--- config.mk ---
export PLATFORM = sky130hd
export DESIGN_NAME = dynamic_lightmap_texel_accumulate_core
export DESIGN_NICKNAME = d
export VERILOG_FILES = /design/src/hw/rtl/dlta_pkg.sv /design/src/hw/rtl/dlta_datapath.sv /design/src/hw/rtl/dlta_ctrl.sv /design/src/hw/rtl/dynamic_lightmap_texel_accumulate_core.sv
export VERILOG_INCLUDE_DIRS = /design/src /design/src/hw/rtl
export SDC_FILE = /design/constraint.sdc
export NUM_CORES = 2
export LEC_CHECK = 0
export BUFFER_PORTS_ARGS = -buffer_cell sky130_fd_sc_hd__buf_2
export CORE_UTILIZATION = 58
export DETAILED_ROUTE_END_ITERATION = 12
export GPL_ROUTABILITY_DRIVEN = 0
export PLACE_DENSITY = 0.79
export SETUP_SLACK_MARGIN = 0.05
export SYNTH_ARGS = -nofsm -noshare
export SYNTH_HDL_FRONTEND = slang
export SYNTH_SLANG_ARGS = --single-unit
--- constraint.sdc ---
create_clock -name clk_i -period 7.8 [get_ports clk_i]
set_clock_uncertainty 0.2 [all_clocks]
set_input_delay 0.39 -clock clk_i [delete_from_list [all_inputs] [get_ports clk_i]]
set_output_delay 0.39 -clock clk_i [all_outputs]
set_load 0.01 [all_outputs]
--- src/hw/rtl/dynamic_lightmap_texel_accumulate_core_macros.svh ---
// Assertion macros for the texel accumulate core.
// Used by modules that check their own control logic; needs clk_i and rst_ni in scope.
`ifndef DYNAMIC_LIGHTMAP_TEXEL_ACCUMULATE_CORE_MACROS_SVH
`define DYNAMIC_LIGHTMAP_TEXEL_ACCUMULATE_CORE_MACROS_SVH

// Same-cycle implication, disabled during reset.
`define DLTA_ASSERT_IMP(lbl, ante, cons, msg) \
  lbl: assert property (@(posedge clk_i) disable iff (!rst_ni) (ante) |-> (cons)) \
    else $error(msg);

// Next-cycle implication, disabled during reset.
`define DLTA_ASSERT_NEXT(lbl, ante, cons, msg) \
  lbl: assert property (@(posedge clk_i) disable iff (!rst_ni) (ante) |=> (cons)) \
    else $error(msg);

`endif

--- src/hw/rtl/dlta_pkg.sv ---
// Shared types and constants of the texel accumulate core.
// No dependencies; used by dlta_ctrl, dlta_datapath and the top level.
package dlta_pkg;

  localparam int unsigned COORD_W    = 24;
  localparam int unsigned VAL_W      = 8;
  localparam int unsigned BRIGHT_W   = 16;
  localparam int unsigned RADIUS_W   = 16;
  localparam int unsigned MAG_W      = 24;
  localparam int unsigned D2_W       = 50;
  localparam int unsigned DIGIT_W    = 8;
  localparam int unsigned MUL_B_W    = 32;
  localparam int unsigned MUL_CNT_W  = 2;
  localparam int unsigned DIV_STEPS  = 9;
  localparam int unsigned DIV_CNT_W  = 4;
  localparam int unsigned CFG_IDX_W  = 3;
  localparam int unsigned CFG_DATA_W = 24;

  localparam logic [MUL_CNT_W-1:0] SQ_DIGITS    = 2'd3;
  localparam logic [MUL_CNT_W-1:0] RAD_DIGITS   = 2'd2;
  localparam logic [MUL_CNT_W-1:0] BRI_DIGITS   = 2'd2;
  localparam logic [MUL_CNT_W-1:0] PLANE_DIGITS = 2'd3;

  localparam logic [VAL_W-1:0]    LIGHT_THRESHOLD = 8'd8;
  localparam logic [VAL_W-1:0]    DARK_THRESHOLD  = 8'd52;
  localparam logic [VAL_W-1:0]    VALUE_MAX       = 8'd255;
  localparam logic [RADIUS_W-1:0] RADIUS_RESET    = 16'd16384;

  typedef enum logic [CFG_IDX_W-1:0] {
    CFG_LIGHT_X        = 3'd0,
    CFG_LIGHT_Y        = 3'd1,
    CFG_LIGHT_Z        = 3'd2,
    CFG_BRIGHTNESS     = 3'd3,
    CFG_PLANE_DISTANCE = 3'd4,
    CFG_RADIUS_SQUARED = 3'd5,
    CFG_DARKEN_MODE    = 3'd6
  } cfg_idx_e;

  typedef enum logic [2:0] {
    MUL_SQ_X,
    MUL_SQ_Y,
    MUL_SQ_Z,
    MUL_DEN,
    MUL_NUM_B,
    MUL_NUM_P
  } mul_op_e;

  typedef enum logic [1:0] {
    C_ZERO,
    C_MAX,
    C_QUOT
  } c_sel_e;

  typedef enum logic [3:0] {
    ST_IDLE,
    ST_LOAD,
    ST_SQ_X,
    ST_SQ_Y,
    ST_SQ_Z,
    ST_CHECK,
    ST_DEN,
    ST_NUM_B,
    ST_NUM_P,
    ST_DIV,
    ST_WRITE
  } state_e;

  typedef struct packed {
    logic signed [COORD_W-1:0] texel_x;
    logic signed [COORD_W-1:0] texel_y;
    logic signed [COORD_W-1:0] texel_z;
    logic [VAL_W-1:0]          old_value;
    logic                      last_texel;
  } texel_req_t;

  typedef struct packed {
    logic [VAL_W-1:0] new_value;
    logic             changed;
    logic             end_of_map;
    logic             any_changed;
  } texel_rsp_t;

  typedef struct packed {
    logic    item_load;
    logic    mul_load;
    mul_op_e mul_op;
    logic    d2_clear;
    logic    d2_add;
    logic    den_store;
    logic    div_init;
    logic    c_load;
    c_sel_e  c_sel;
    logic    out_load;
  } cmd_t;

  typedef struct packed {
    logic mul_done;
    logic div_done;
    logic d2_gt_rq;
    logic d2_zero;
    logic num_nonpos;
  } sts_t;

endpackage

--- src/hw/rtl/dlta_datapath.sv ---
// Datapath: config registers, digit-serial multiplier, restoring divider, result register.
// Depends on dlta_pkg; driven by dlta_ctrl through dlta_pkg::cmd_t.
module dlta_datapath #(
  parameter int unsigned COORD_FRAC_BITS = 8
) (
  input  logic                                clk_i,
  input  logic                                rst_ni,
  input  logic                                cfg_valid_i,
  input  logic [dlta_pkg::CFG_IDX_W-1:0]      cfg_index_i,
  input  logic [dlta_pkg::CFG_DATA_W-1:0]     cfg_data_i,
  input  dlta_pkg::texel_req_t                in_req_i,
  input  dlta_pkg::cmd_t                      cmd_i,
  output dlta_pkg::sts_t                      sts_o,
  output dlta_pkg::texel_rsp_t                out_rsp_o
);

  localparam int unsigned RQ_SH  = 2 * COORD_FRAC_BITS - 8;
  localparam int unsigned RQ_W   = dlta_pkg::RADIUS_W + RQ_SH;
  localparam int unsigned A_W    = RQ_W + dlta_pkg::BRIGHT_W;
  localparam int unsigned PP_W   = A_W + dlta_pkg::DIGIT_W;
  localparam int unsigned ACC_W  = A_W + dlta_pkg::MUL_B_W;
  localparam int unsigned DEN_W  = A_W;
  localparam int unsigned NUM_W  = A_W + dlta_pkg::COORD_W;
  localparam int unsigned DD_SH  = COORD_FRAC_BITS + 8;
  localparam int unsigned DIV_W  = (DEN_W + DD_SH > NUM_W) ? DEN_W + DD_SH : NUM_W;
  localparam int unsigned CW     = dlta_pkg::COORD_W;
  localparam int unsigned VW     = dlta_pkg::VAL_W;

  logic [CW-1:0]                     light_x_q, light_y_q, light_z_q, plane_q;
  logic [dlta_pkg::BRIGHT_W-1:0]     bright_q;
  logic [dlta_pkg::RADIUS_W-1:0]     rs_q;
  logic                              darken_q;
  dlta_pkg::texel_req_t              texel_q;

  logic [CW-1:0]                     lsel, tsel;
  logic [CW:0]                       diff;
  logic [CW:0]                       diff_abs;
  logic [dlta_pkg::MAG_W-1:0]        mag;
  logic [RQ_W-1:0]                   rq;

  logic [A_W-1:0]                    a_q, a_ld;
  logic [dlta_pkg::MUL_B_W-1:0]      b_q, b_ld;
  logic [dlta_pkg::MUL_CNT_W-1:0]    mul_cnt_q, mul_cnt_ld;
  logic [ACC_W-1:0]                  acc_q, acc_step;
  logic [dlta_pkg::DIGIT_W-1:0]      digit;
  logic [PP_W-1:0]                   pp;

  logic [dlta_pkg::D2_W-1:0]         d2_q;
  logic [DEN_W-1:0]                  den_q;
  logic [DIV_W-1:0]                  rem_q, dd_q;
  logic [dlta_pkg::DIV_STEPS-1:0]    quot_q;
  logic [dlta_pkg::DIV_CNT_W-1:0]    div_cnt_q;
  logic                              div_ge;
  logic [VW-1:0]                     c_q;

  logic [VW:0]                       sum;
  logic [VW-1:0]                     nv;
  logic                              chg;
  logic                              any;
  logic                              touched_q;
  dlta_pkg::texel_rsp_t              rsp_q;

  // config registers
  always_ff @(posedge clk_i or negedge rst_ni) begin
    if (!rst_ni) begin
      light_x_q <= '0;
      light_y_q <= '0;
      light_z_q <= '0;
      bright_q  <= '0;
      plane_q   <= '0;
      rs_q      <= dlta_pkg::RADIUS_RESET;
      darken_q  <= 1'b0;
    end else if (cfg_valid_i) begin
      unique case (dlta_pkg::cfg_idx_e'(cfg_index_i))
        dlta_pkg::CFG_LIGHT_X:        light_x_q <= cfg_data_i;
        dlta_pkg::CFG_LIGHT_Y:        light_y_q <= cfg_data_i;
        dlta_pkg::CFG_LIGHT_Z:        light_z_q <= cfg_data_i;
        dlta_pkg::CFG_BRIGHTNESS:     bright_q  <= cfg_data_i[dlta_pkg::BRIGHT_W-1:0];
        dlta_pkg::CFG_PLANE_DISTANCE: plane_q   <= cfg_data_i;
        dlta_pkg::CFG_RADIUS_SQUARED: rs_q      <= cfg_data_i[dlta_pkg::RADIUS_W-1:0];
        dlta_pkg::CFG_DARKEN_MODE:    darken_q  <= cfg_data_i[0];
        default: ;
      endcase
    end
  end

  always_ff @(posedge clk_i) begin
    if (cmd_i.item_load) begin
      texel_q <= in_req_i;
    end
  end

  // axis distance magnitude
  always_comb begin
    unique case (cmd_i.mul_op)
      dlta_pkg::MUL_SQ_Y: begin
        lsel = light_y_q;
        tsel = texel_q.texel_y;
      end
      dlta_pkg::MUL_SQ_Z: begin
        lsel = light_z_q;
        tsel = texel_q.texel_z;
      end
      default: begin
        lsel = light_x_q;
        tsel = texel_q.texel_x;
      end
    endcase
  end

  assign diff     = {lsel[CW-1], lsel} - {tsel[CW-1], tsel};
  assign diff_abs = diff[CW] ? (~diff + 1'b1) : diff;
  assign mag      = diff_abs[dlta_pkg::MAG_W-1:0];
  assign rq       = RQ_W'(rs_q) << RQ_SH;

  // multiplier operand load
  always_comb begin
    unique case (cmd_i.mul_op)
      dlta_pkg::MUL_DEN: begin
        a_ld       = A_W'(d2_q[RQ_W-1:0]);
        b_ld       = {rs_q, 16'b0};
        mul_cnt_ld = dlta_pkg::RAD_DIGITS;
      end
      dlta_pkg::MUL_NUM_B: begin
        a_ld       = A_W'(rq - d2_q[RQ_W-1:0]);
        b_ld       = {bright_q, 16'b0};
        mul_cnt_ld = dlta_pkg::BRI_DIGITS;
      end
      dlta_pkg::MUL_NUM_P: begin
        a_ld       = acc_q[A_W-1:0];
        b_ld       = {plane_q, 8'b0};
        mul_cnt_ld = dlta_pkg::PLANE_DIGITS;
      end
      default: begin
        a_ld       = A_W'(mag);
        b_ld       = {mag, 8'b0};
        mul_cnt_ld = dlta_pkg::SQ_DIGITS;
      end
    endcase
  end

  // one 8-bit digit of B per cycle, most significant first
  assign digit    = b_q[dlta_pkg::MUL_B_W-1 -: dlta_pkg::DIGIT_W];
  assign pp       = PP_W'(a_q) * PP_W'(digit);
  assign acc_step = (acc_q << dlta_pkg::DIGIT_W) + ACC_W'(pp);

  always_ff @(posedge clk_i or negedge rst_ni) begin
    if (!rst_ni) begin
      mul_cnt_q <= '0;
    end else if (cmd_i.mul_load) begin
      mul_cnt_q <= mul_cnt_ld;
    end else if (mul_cnt_q != '0) begin
      mul_cnt_q <= mul_cnt_q - 1'b1;
    end
  end

  always_ff @(posedge clk_i) begin
    if (cmd_i.mul_load) begin
      a_q   <= a_ld;
      b_q   <= b_ld;
      acc_q <= '0;
    end else if (mul_cnt_q != '0) begin
      acc_q <= acc_step;
      b_q   <= b_q << dlta_pkg::DIGIT_W;
    end
  end

  always_ff @(posedge clk_i) begin
    if (cmd_i.d2_clear) begin
      d2_q <= '0;
    end else if (cmd_i.d2_add) begin
      d2_q <= d2_q + acc_q[dlta_pkg::D2_W-1:0];
    end
    if (cmd_i.den_store) begin
      den_q <= acc_q[DEN_W-1:0];
    end
  end

  // restoring divider: saturation bit then eight quotient bits
  assign div_ge = (rem_q >= dd_q);

  always_ff @(posedge clk_i or negedge rst_ni) begin
    if (!rst_ni) begin
      div_cnt_q <= '0;
    end else if (cmd_i.div_init) begin
      div_cnt_q <= dlta_pkg::DIV_CNT_W'(dlta_pkg::DIV_STEPS);
    end else if (div_cnt_q != '0) begin
      div_cnt_q <= div_cnt_q - 1'b1;
    end
  end

  always_ff @(posedge clk_i) begin
    if (cmd_i.div_init) begin
      rem_q  <= DIV_W'(acc_q[NUM_W-1:0]);
      dd_q   <= DIV_W'(den_q) << DD_SH;
      quot_q <= '0;
    end else if (div_cnt_q != '0) begin
      rem_q  <= div_ge ? (rem_q - dd_q) : rem_q;
      dd_q   <= dd_q >> 1;
      quot_q <= {quot_q[dlta_pkg::DIV_STEPS-2:0], div_ge};
    end
  end

  always_ff @(posedge clk_i) begin
    if (cmd_i.c_load) begin
      unique case (cmd_i.c_sel)
        dlta_pkg::C_MAX:  c_q <= dlta_pkg::VALUE_MAX;
        dlta_pkg::C_QUOT: c_q <= quot_q[VW] ? dlta_pkg::VALUE_MAX : quot_q[VW-1:0];
        default:          c_q <= '0;
      endcase
    end
  end

  // texel update
  assign sum = {1'b0, texel_q.old_value} + {1'b0, c_q};

  always_comb begin
    if (darken_q) begin
      chg = (c_q > dlta_pkg::DARK_THRESHOLD);
      nv  = !chg ? texel_q.old_value :
            (texel_q.old_value > c_q) ? (texel_q.old_value - c_q) : '0;
    end else begin
      chg = (c_q > dlta_pkg::LIGHT_THRESHOLD);
      nv  = !chg ? texel_q.old_value :
            sum[VW] ? dlta_pkg::VALUE_MAX : sum[VW-1:0];
    end
  end

  assign any = touched_q | chg;

  always_ff @(posedge clk_i or negedge rst_ni) begin
    if (!rst_ni) begin
      touched_q <= 1'b0;
    end else if (cmd_i.out_load) begin
      touched_q <= texel_q.last_texel ? 1'b0 : any;
    end
  end

  always_ff @(posedge clk_i) begin
    if (cmd_i.out_load) begin
      rsp_q.new_value   <= nv;
      rsp_q.changed     <= chg;
      rsp_q.end_of_map  <= texel_q.last_texel;
      rsp_q.any_changed <= any;
    end
  end

  assign out_rsp_o = rsp_q;

  assign sts_o.mul_done   = (mul_cnt_q == '0);
  assign sts_o.div_done   = (div_cnt_q == '0);
  assign sts_o.d2_gt_rq   = (d2_q > dlta_pkg::D2_W'(rq));
  assign sts_o.d2_zero    = (d2_q == '0);
  assign sts_o.num_nonpos = plane_q[CW-1] || (plane_q == '0) || (bright_q == '0);

endmodule

--- src/hw/rtl/dlta_ctrl.sv ---
// Controller state machine sequencing the multiplier, divider and result register.
// Depends on dlta_pkg and dynamic_lightmap_texel_accumulate_core_macros.svh.
`include "dynamic_lightmap_texel_accumulate_core_macros.svh"

module dlta_ctrl (
  input  logic            clk_i,
  input  logic            rst_ni,
  input  logic            in_valid_i,
  output logic            in_ready_o,
  output logic            out_valid_o,
  input  logic            out_ready_i,
  input  dlta_pkg::sts_t  sts_i,
  output dlta_pkg::cmd_t  cmd_o
);

  dlta_pkg::state_e state_q, state_d;
  logic             out_valid_q, out_valid_d;
  logic             out_free;

  assign out_free = !out_valid_q || out_ready_i;

  always_ff @(posedge clk_i or negedge rst_ni) begin
    if (!rst_ni) begin
      state_q     <= dlta_pkg::ST_IDLE;
      out_valid_q <= 1'b0;
    end else begin
      state_q     <= state_d;
      out_valid_q <= out_valid_d;
    end
  end

  always_comb begin
    state_d = state_q;
    unique case (state_q)
      dlta_pkg::ST_IDLE:  if (in_valid_i) state_d = dlta_pkg::ST_LOAD;
      dlta_pkg::ST_LOAD:  state_d = dlta_pkg::ST_SQ_X;
      dlta_pkg::ST_SQ_X:  if (sts_i.mul_done) state_d = dlta_pkg::ST_SQ_Y;
      dlta_pkg::ST_SQ_Y:  if (sts_i.mul_done) state_d = dlta_pkg::ST_SQ_Z;
      dlta_pkg::ST_SQ_Z:  if (sts_i.mul_done) state_d = dlta_pkg::ST_CHECK;
      dlta_pkg::ST_CHECK: begin
        if (sts_i.d2_gt_rq || sts_i.d2_zero || sts_i.num_nonpos) begin
          state_d = dlta_pkg::ST_WRITE;
        end else begin
          state_d = dlta_pkg::ST_DEN;
        end
      end
      dlta_pkg::ST_DEN:   if (sts_i.mul_done) state_d = dlta_pkg::ST_NUM_B;
      dlta_pkg::ST_NUM_B: if (sts_i.mul_done) state_d = dlta_pkg::ST_NUM_P;
      dlta_pkg::ST_NUM_P: if (sts_i.mul_done) state_d = dlta_pkg::ST_DIV;
      dlta_pkg::ST_DIV:   if (sts_i.div_done) state_d = dlta_pkg::ST_WRITE;
      dlta_pkg::ST_WRITE: if (out_free) state_d = dlta_pkg::ST_IDLE;
      default:            state_d = dlta_pkg::ST_IDLE;
    endcase
  end

  always_comb begin
    cmd_o        = '0;
    cmd_o.mul_op = dlta_pkg::MUL_SQ_X;
    cmd_o.c_sel  = dlta_pkg::C_ZERO;
    in_ready_o   = 1'b0;
    unique case (state_q)
      dlta_pkg::ST_IDLE: begin
        in_ready_o      = 1'b1;
        cmd_o.item_load = in_valid_i;
      end
      dlta_pkg::ST_LOAD: begin
        cmd_o.mul_load = 1'b1;
        cmd_o.d2_clear = 1'b1;
      end
      dlta_pkg::ST_SQ_X: begin
        cmd_o.mul_op   = dlta_pkg::MUL_SQ_Y;
        cmd_o.mul_load = sts_i.mul_done;
        cmd_o.d2_add   = sts_i.mul_done;
      end
      dlta_pkg::ST_SQ_Y: begin
        cmd_o.mul_op   = dlta_pkg::MUL_SQ_Z;
        cmd_o.mul_load = sts_i.mul_done;
        cmd_o.d2_add   = sts_i.mul_done;
      end
      dlta_pkg::ST_SQ_Z: begin
        cmd_o.d2_add = sts_i.mul_done;
      end
      dlta_pkg::ST_CHECK: begin
        cmd_o.mul_op = dlta_pkg::MUL_DEN;
        priority if (sts_i.d2_gt_rq) begin
          cmd_o.c_load = 1'b1;
          cmd_o.c_sel  = dlta_pkg::C_ZERO;
        end else if (sts_i.d2_zero) begin
          cmd_o.c_load = 1'b1;
          cmd_o.c_sel  = dlta_pkg::C_MAX;
        end else if (sts_i.num_nonpos) begin
          cmd_o.c_load = 1'b1;
          cmd_o.c_sel  = dlta_pkg::C_ZERO;
        end else begin
          cmd_o.mul_load = 1'b1;
        end
      end
      dlta_pkg::ST_DEN: begin
        cmd_o.mul_op    = dlta_pkg::MUL_NUM_B;
        cmd_o.mul_load  = sts_i.mul_done;
        cmd_o.den_store = sts_i.mul_done;
      end
      dlta_pkg::ST_NUM_B: begin
        cmd_o.mul_op   = dlta_pkg::MUL_NUM_P;
        cmd_o.mul_load = sts_i.mul_done;
      end
      dlta_pkg::ST_NUM_P: begin
        cmd_o.div_init = sts_i.mul_done;
      end
      dlta_pkg::ST_DIV: begin
        cmd_o.c_load = sts_i.div_done;
        cmd_o.c_sel  = dlta_pkg::C_QUOT;
      end
      dlta_pkg::ST_WRITE: begin
        cmd_o.out_load = out_free;
      end
      default: ;
    endcase
  end

  always_comb begin
    out_valid_d = out_valid_q;
    if (cmd_o.out_load) begin
      out_valid_d = 1'b1;
    end else if (out_ready_i) begin
      out_valid_d = 1'b0;
    end
  end

  assign out_valid_o = out_valid_q;

  `DLTA_ASSERT_IMP(a_out_slot_free, cmd_o.out_load, !out_valid_q || out_ready_i, "result overwritten")
  `DLTA_ASSERT_IMP(a_mul_idle_on_load, cmd_o.mul_load, sts_i.mul_done, "multiplier reloaded while busy")
  `DLTA_ASSERT_IMP(a_div_after_mul, cmd_o.div_init, sts_i.mul_done && sts_i.div_done, "divider start too early")
  `DLTA_ASSERT_NEXT(a_busy_after_accept, in_valid_i && in_ready_o, !in_ready_o, "request taken while busy")
  `DLTA_ASSERT_IMP(a_idle_units_quiet, state_q == dlta_pkg::ST_IDLE, sts_i.mul_done && sts_i.div_done, "unit busy in idle")

endmodule

--- src/hw/rtl/dynamic_lightmap_texel_accumulate_core.sv ---
// Flow: a request is taken in idle; the multiply and divide path is skipped when the texel is
// out of radius, at zero distance, or the light has no positive strength.
// A new request is taken only in idle, after the last result is written to a free output slot;
// the full path uses the shared multiplier (16 8-bit digit steps) and the 9-step divider.
// Reset: asynchronous active low; config returns to defaults, running flag cleared.
module dynamic_lightmap_texel_accumulate_core #(
  parameter int unsigned COORD_FRAC_BITS = 8
) (
  input  logic                            clk_i,
  input  logic                            rst_ni,
  input  logic                            cfg_valid_i,
  output logic                            cfg_ready_o,
  input  logic [dlta_pkg::CFG_IDX_W-1:0]  cfg_index_i,
  input  logic [dlta_pkg::CFG_DATA_W-1:0] cfg_data_i,
  input  logic                            in_valid_i,
  output logic                            in_ready_o,
  input  dlta_pkg::texel_req_t            in_req_i,
  output logic                            out_valid_o,
  input  logic                            out_ready_i,
  output dlta_pkg::texel_rsp_t            out_rsp_o
);

  dlta_pkg::cmd_t cmd;
  dlta_pkg::sts_t sts;

  assign cfg_ready_o = 1'b1;

  dlta_ctrl u_ctrl (
    .clk_i       (clk_i),
    .rst_ni      (rst_ni),
    .in_valid_i  (in_valid_i),
    .in_ready_o  (in_ready_o),
    .out_valid_o (out_valid_o),
    .out_ready_i (out_ready_i),
    .sts_i       (sts),
    .cmd_o       (cmd)
  );

  dlta_datapath #(
    .COORD_FRAC_BITS (COORD_FRAC_BITS)
  ) u_datapath (
    .clk_i       (clk_i),
    .rst_ni      (rst_ni),
    .cfg_valid_i (cfg_valid_i),
    .cfg_index_i (cfg_index_i),
    .cfg_data_i  (cfg_data_i),
    .in_req_i    (in_req_i),
    .cmd_i       (cmd),
    .sts_o       (sts),
    .out_rsp_o   (out_rsp_o)
  );

endmodule
Yosys cells after proc, flatten, opt, wreduce, memory -nomap -nowiden

Index checks and enable logic that the tools add are counted.

Flip-flop bits (word level): 596
Bits of input ports: 113
Output and inout port bits: 14
Logic and storage cells: 167

$add $sub $neg: 10
Multipliers: 1
Order comparisons: 5
Equality and inequality tests: 32
Muxes and demuxes: 55
Bitwise gates (word level): 2
Reductions and logical operators: 31

Operator list:

| cell                                                             | count |
|---|---|
| 64-bit 2-to-1 mux                                                | 3 |
| 40-bit one-hot mux with 3 select lines                           | 1 |
| 56-bit 2-to-1 mux                                                | 2 |
| 24-bit one-hot mux with 2 select lines                           | 2 |
| 32-bit one-hot mux with 3 select lines                           | 1 |
| 64-bit by 48-bit adder with 64-bit output                        | 1 |
| 64-bit by 56-bit >= comparator with 1-bit output                 | 1 |
| 32-bit 2-to-1 mux                                                | 2 |
| 64-bit by 56-bit subtractor with 64-bit output                   | 1 |
| 50-bit adder                                                     | 1 |
| 50-bit by 24-bit greater-than comparator with 1-bit output       | 1 |
| 50-bit logical NOT                                               | 1 |
| 24-bit by 24-bit subtractor with 25-bit output                   | 2 |
| 40-bit by 8-bit multiplier with 48-bit output                    | 1 |
| 4-bit 2-to-1 mux                                                 | 12 |
| 8-bit 2-to-1 mux                                                 | 6 |
| 4-bit one-hot mux with 11 select lines                           | 1 |
| 24-bit by 1-bit adder with 24-bit output (second input constant) | 1 |
| 24-bit logical NOT                                               | 1 |
| 24-bit 2-to-1 mux                                                | 1 |
| 24-bit inverter                                                  | 1 |
| 4-bit by 3-bit == test with 1-bit output (second input constant) | 4 |
| 16-bit logical NOT                                               | 1 |
| 2-bit by 1-bit != test with 1-bit output (second input constant) | 8 |
| 36 further kinds                                                 | 80 |

Logic depth before layout (Yosys ltp)

Depth after elaboration: 10
Gate-level depth with buffers: 22
Mapped depth without buffers: 21

Cells and area by module

From an unflattened synthesis, not the netlist that was laid out.

Cell total of the unflattened synthesis: 4,815
Area, all modules: 45,507.4 sq um

Modules (own cells, without submodules):

| module                                 | instances | cells an instance | area an instance (sq um) | sequential area each (sq um) |
|---|---|---|---|---|
| dlta_datapath                          | 1         | 4,748             | 44,974.4                 | 15,436.1 |
| dlta_ctrl                              | 1         | 65                | 521.8                    | 125.1 |
| dynamic_lightmap_texel_accumulate_core | 1         | 2                 | 11.3                     | 0.0 |

Worst setup path after synthesis

OpenSTA, ideal clock, no wires.

Path type: register to register
Start: register u_datapath.rem_q[0]
End: register u_datapath.rem_q[0], enable pin
Library setup time: 0.574 ns
Data arrival time: 7.362 ns
Data required time: 7.026 ns
Slack: -0.337 ns
Cell stages (with the launch flop): 15
Path buffers: 0
Period minus slack after synthesis: 8.137 ns
Cells stage by stage: edfxtp_1 inv_1 ha_1 fa_1 nor2b_1 o21ai_0 a21oi_1 a31oi_1 o21ai_0 a211o_1 a21oi_1 o31a_1 o21bai_1 nor2_1 o21ai_0

Longest elaborated chain between the ends: 3

RTL lines:

| item                                             | RTL line             | source |
|---|---|---|
| start, declared                                  | dlta_datapath.sv:50  | `logic [DIV_W-1:0] rem_q, dd_q;` |
| start signal, assigned                           | dlta_datapath.sv:194 | `rem_q <= DIV_W'(acc_q[NUM_W-1:0]);` |
| start signal, assigned                           | dlta_datapath.sv:198 | `rem_q <= div_ge ? (rem_q - dd_q) : rem_q;` |
| 64-bit by 56-bit >= comparator with 1-bit output | dlta_datapath.sv:180 | `assign div_ge = (rem_q >= dd_q);` |
| 2-bit nonzero test (no line)                     | --                   |  |
| 2-bit AND reduction (no line)                    | --                   |  |

No other way between the ends.
A chain may end at the register's enable or synchronous reset.

Worst setup path in the final report

Start: register u_datapath.b_q[27] (netlist name)
End: register u_datapath.acc_q[56]

Longest elaborated chain between the ends: 2

RTL lines:

| item                                          | RTL line             | source |
|---|---|---|
| start, declared                               | dlta_datapath.sv:42  | `logic [dlta_pkg::MUL_B_W-1:0] b_q, b_ld;` |
| start signal, assigned                        | dlta_datapath.sv:160 | `b_q <= b_ld;` |
| start signal, assigned                        | dlta_datapath.sv:164 | `b_q <= b_q << dlta_pkg::DIGIT_W;` |
| 40-bit by 8-bit multiplier with 48-bit output | dlta_datapath.sv:144 | `assign pp = PP_W'(a_q) * PP_W'(digit);` |
| 64-bit by 48-bit adder with 64-bit output     | dlta_datapath.sv:145 | `assign acc_step = (acc_q << dlta_pkg::DIGIT_W) + ACC_W'(pp);` |
| end signal, assigned                          | dlta_datapath.sv:163 | `acc_q <= acc_step;` |
| end, declared                                 | dlta_datapath.sv:44  | `logic [ACC_W-1:0] acc_q, acc_step;` |

No other way between the ends.

==> run_results.csv <==
group,metric,value,unit
sta,setup_tns,0,ns
final_layout,drive_gt1_share,9.36,%
setup_path,end_kind,"register",
cts,path_clk_slew,0.07,ns
die,row_count,100,
place,hpwlAfterDp,91600,um
drt,wl_met2,60200,um
setup_path,cp.required,8.14,ns
synthesis,synthDistinctLibCells,85,
synthesis,ys_ff_latch,588,
sta,setup_violations,0,
status,status,"finished clean",
sta,rsz0062_at_grt,"false",
worst_hold_path,hp-class,"input pin to asynchronous set/reset pin",
sta,finalMaxSlewViolations,0,
synthesis,synth_fp_nets,5334,
sta,fin_crit_sh,91.1,%
drt,vias,36890,
sta,post-route-min-period,7.10,ns
drt,drt-initial-drc-count,3933,
synthesis,synth-main-ff-cell,"edfxtp_1",
sta,tightest_slew,1.28,ns
die,die_h,278,um
synthesis,ys_seq_area_share,35.2,%
cts,h-tree-depth,2,
run,cap_violations,0,
synthesis,synth_area,0.0442,mm2
drt,wl_met3,12100,um
sta,slew_headroom,13.6,%
synthesis,synth_area_leaders,"edfxtp_1 (21%), fa_1 (12%), dfrtp_1 (7.9%), ha_1 (7.3%), dfxtp_1 (6.3%)",
synthesis,post_synth.cell_area_avg,9.43,um2
setup_path,cp.arrival,7.44,ns
synthesis,synth-edff-count,308,
drt,avgViaCountPerCell,6.33,
drt,post_drt_wl_per_cell,22.3,um
setup_path,critPathSlowestCell,"edfxtp_1",
drt,dr.pass1.iters,9,
global_route,grt_remaining_overflow,0,
drt,wl_met1,48900,um
drt,highest_layer,"met4",
setup_path,critPathMaxStageDelay,1.02,ns
setup_path,worstSetupPathType,"register to register",
final_layout,layout.nets,5455,
die,fp.coreArea,0.0749,mm2
drt,route.detailed.drc,0,
global_route,grt_pass1_wl,204000,um
synthesis,async_reset_ff_share,24.0,%
synthesis,synth_top_cell_by_area,"edfxtp_1",
cts,post-cts-setup-buffers,0,
global_route,antenna_found_initial,1,
setup_path,r2r_cells,18,
die,die_w,278,um
place,portBuffers,125,
die,die-area,0.0774,mm2
synthesis,syn_inst,4690,
global_route,grt.total_usage,33.6,%
synthesis,synth_most_common_cell,"nand2_1",
global_route,grt_pass1_vias,36566,
sta,fmax,0.141,GHz
synthesis,yosysWarnings,0,
drt,ant_nets,0,
setup_path,crit_top_cell,"fa_1",
cts,clk_latency,0.65,ns
die,ios,127,
drt,routed_wl,130000,um
cts,clock_path_buffers,3,
die,start_util,59.0,%
cts,cts.sinks,588,
cts,root_buffer,"clkbuf_16",
setup_path,critPathLaunchType,"register",
global_route,grt_max_degree,127,
final_layout,area_growth,10.7,%
setup_path,worstPathCellList,"nand2_1 > fa_1 > fa_1 > inv_1 > fa_1 > fa_1 > ha_1 > o21a_1 > o31a_1 > o31a_1 > a211o_1 > a41oi_2 > o21ai_2 > a221o_1 > a221oi_4 > nor4b_1 > xnor2_1 > a211oi_1",
synthesis,synthTopCellsByCount,"nand2_1 (579), inv_1 (419), a21oi_1 (368)",
setup_path,path_max_fanout,25,
sta,hold_violations,0,
synthesis,synth_top_area_share,20.9,%
cts,cts_tree,"done",
cts,cts_made_buffers,59,
==> final timing paths <==
path,start,end,slack [ns]
worst min-delay path,rst_ni,u_datapath.light_x_q[23],0.12
worst max-delay path,u_datapath.b_q[27],u_datapath.acc_q[56],0.70
worst max register to register,u_datapath.b_q[27],u_datapath.acc_q[56],0.70
max in group asynchronous,rst_ni,u_datapath.light_y_q[13],5.90
worst min register to register,u_datapath.quot_q[1],u_datapath.quot_q[2],0.27
min in group clk_i,cfg_index_i[1],u_datapath.darken_q,0.17
==> cell type report <==
class                   count  area (um2)
multi-input cells        3449       26300
well taps                 969        1210
inverters                 421        1580
flip-flops and latches    588       15600
repair buffers            292        2170
clock inverters            33         383
fillers                  5784       26000
clock buffers              78        1710
diodes                      1        2.50
==> metal layers <==
metal,vias up,global-route usage (%)
li1,16628,-
met1,17791,41.8
met2,1995,54.5
met3,476,6.25
met4,0,19.9
met5,-,0
==> logic make-up after synthesis <==
logic type | Yosys count | synth area share [%]
muxes | 165 | 4.10
AOI/OAI and AO/OA | 1139 | 16.6
adders and majority gates | 531 | 19.6
DFF | 588 | 35.2
other | 1 | 0.00847
and+or+nand+nor | 1394 | 14.6
xor gates and xnor gates | 219 | 4.33
buffers and inverters | 653 | 5.55
==> metrics by stage <==
step / area (um2) / util (%) / instances / hold WS (ns) / setup slack, ns
after global placement: 45800 / 61.1 / 5612 / 0.231 / 1.10
after detailed placement: 45800 / 61.1 / 5612 / 0.241 / 0.914
after CTS: 49000 / 65.3 / 5830 / 0.126 / 0.844
after global routing: 49000 / 65.3 / 5830 / 0.162 / 0.415
final: 49000 / 65.3 / 5831 / 0.122 / 0.698
after floorplan: 44200 / - / 4690 / -0.106 / 1.39
==> timing repair <==
item | CTS | global route
endpoints found under the setup margin | 0 | 0
hold endpoints to repair | 279 | 0
hold buffers | 107 | 0
gates resized for setup | 0 | 0
==> critical path: cells and delay by family, from the launching register on <==
family / cells / cell delay, ns
compound gates: 9 / 2.83
xor+xnor: 1 / 0.15
fa+ha+maj: 5 / 2.42
buf+inv: 1 / 0.05
flops: 1 / 1.02
simple gates: 2 / 0.35
==> state kept, by name, summed over array words and instances (netlist names), 9 cells and up <==
register,flops
u_datapath.texel_q,81
u_datapath.acc_q,64
u_datapath.rem_q,64
u_datapath.dd_q,56
u_datapath.d2_q,50
u_datapath.a_q,40
u_datapath.den_q,40
u_datapath.b_q,24
u_datapath.light_x_q,24
u_datapath.light_y_q,24
u_datapath.light_z_q,24
u_datapath.plane_q,24
u_datapath.bright_q,16
u_datapath.rs_q,16
u_datapath.out_rsp_o,11
u_datapath.quot_q,9
==> cell usage in the layout, fill, tap and decap left out, types with 124 or more instances in the layout <==
cell type	netlist	layout
dfrtp_1	140	140
xnor2_1	139	139
a21oi_1	368	367
fa_1	272	272
and2_1	155	154
dfxtp_1	139	139
ha_1	259	258
mux2_2	129	129
o21ai_0	221	220
nand2_1	579	579
buf_2	1	124
nor2_1	295	293
inv_1	419	418
edfxtp_1	308	308
Power is left out: the tool's default activity adds up to more than one toggle a clock period on the data nets, which glitch-free logic cannot reach.
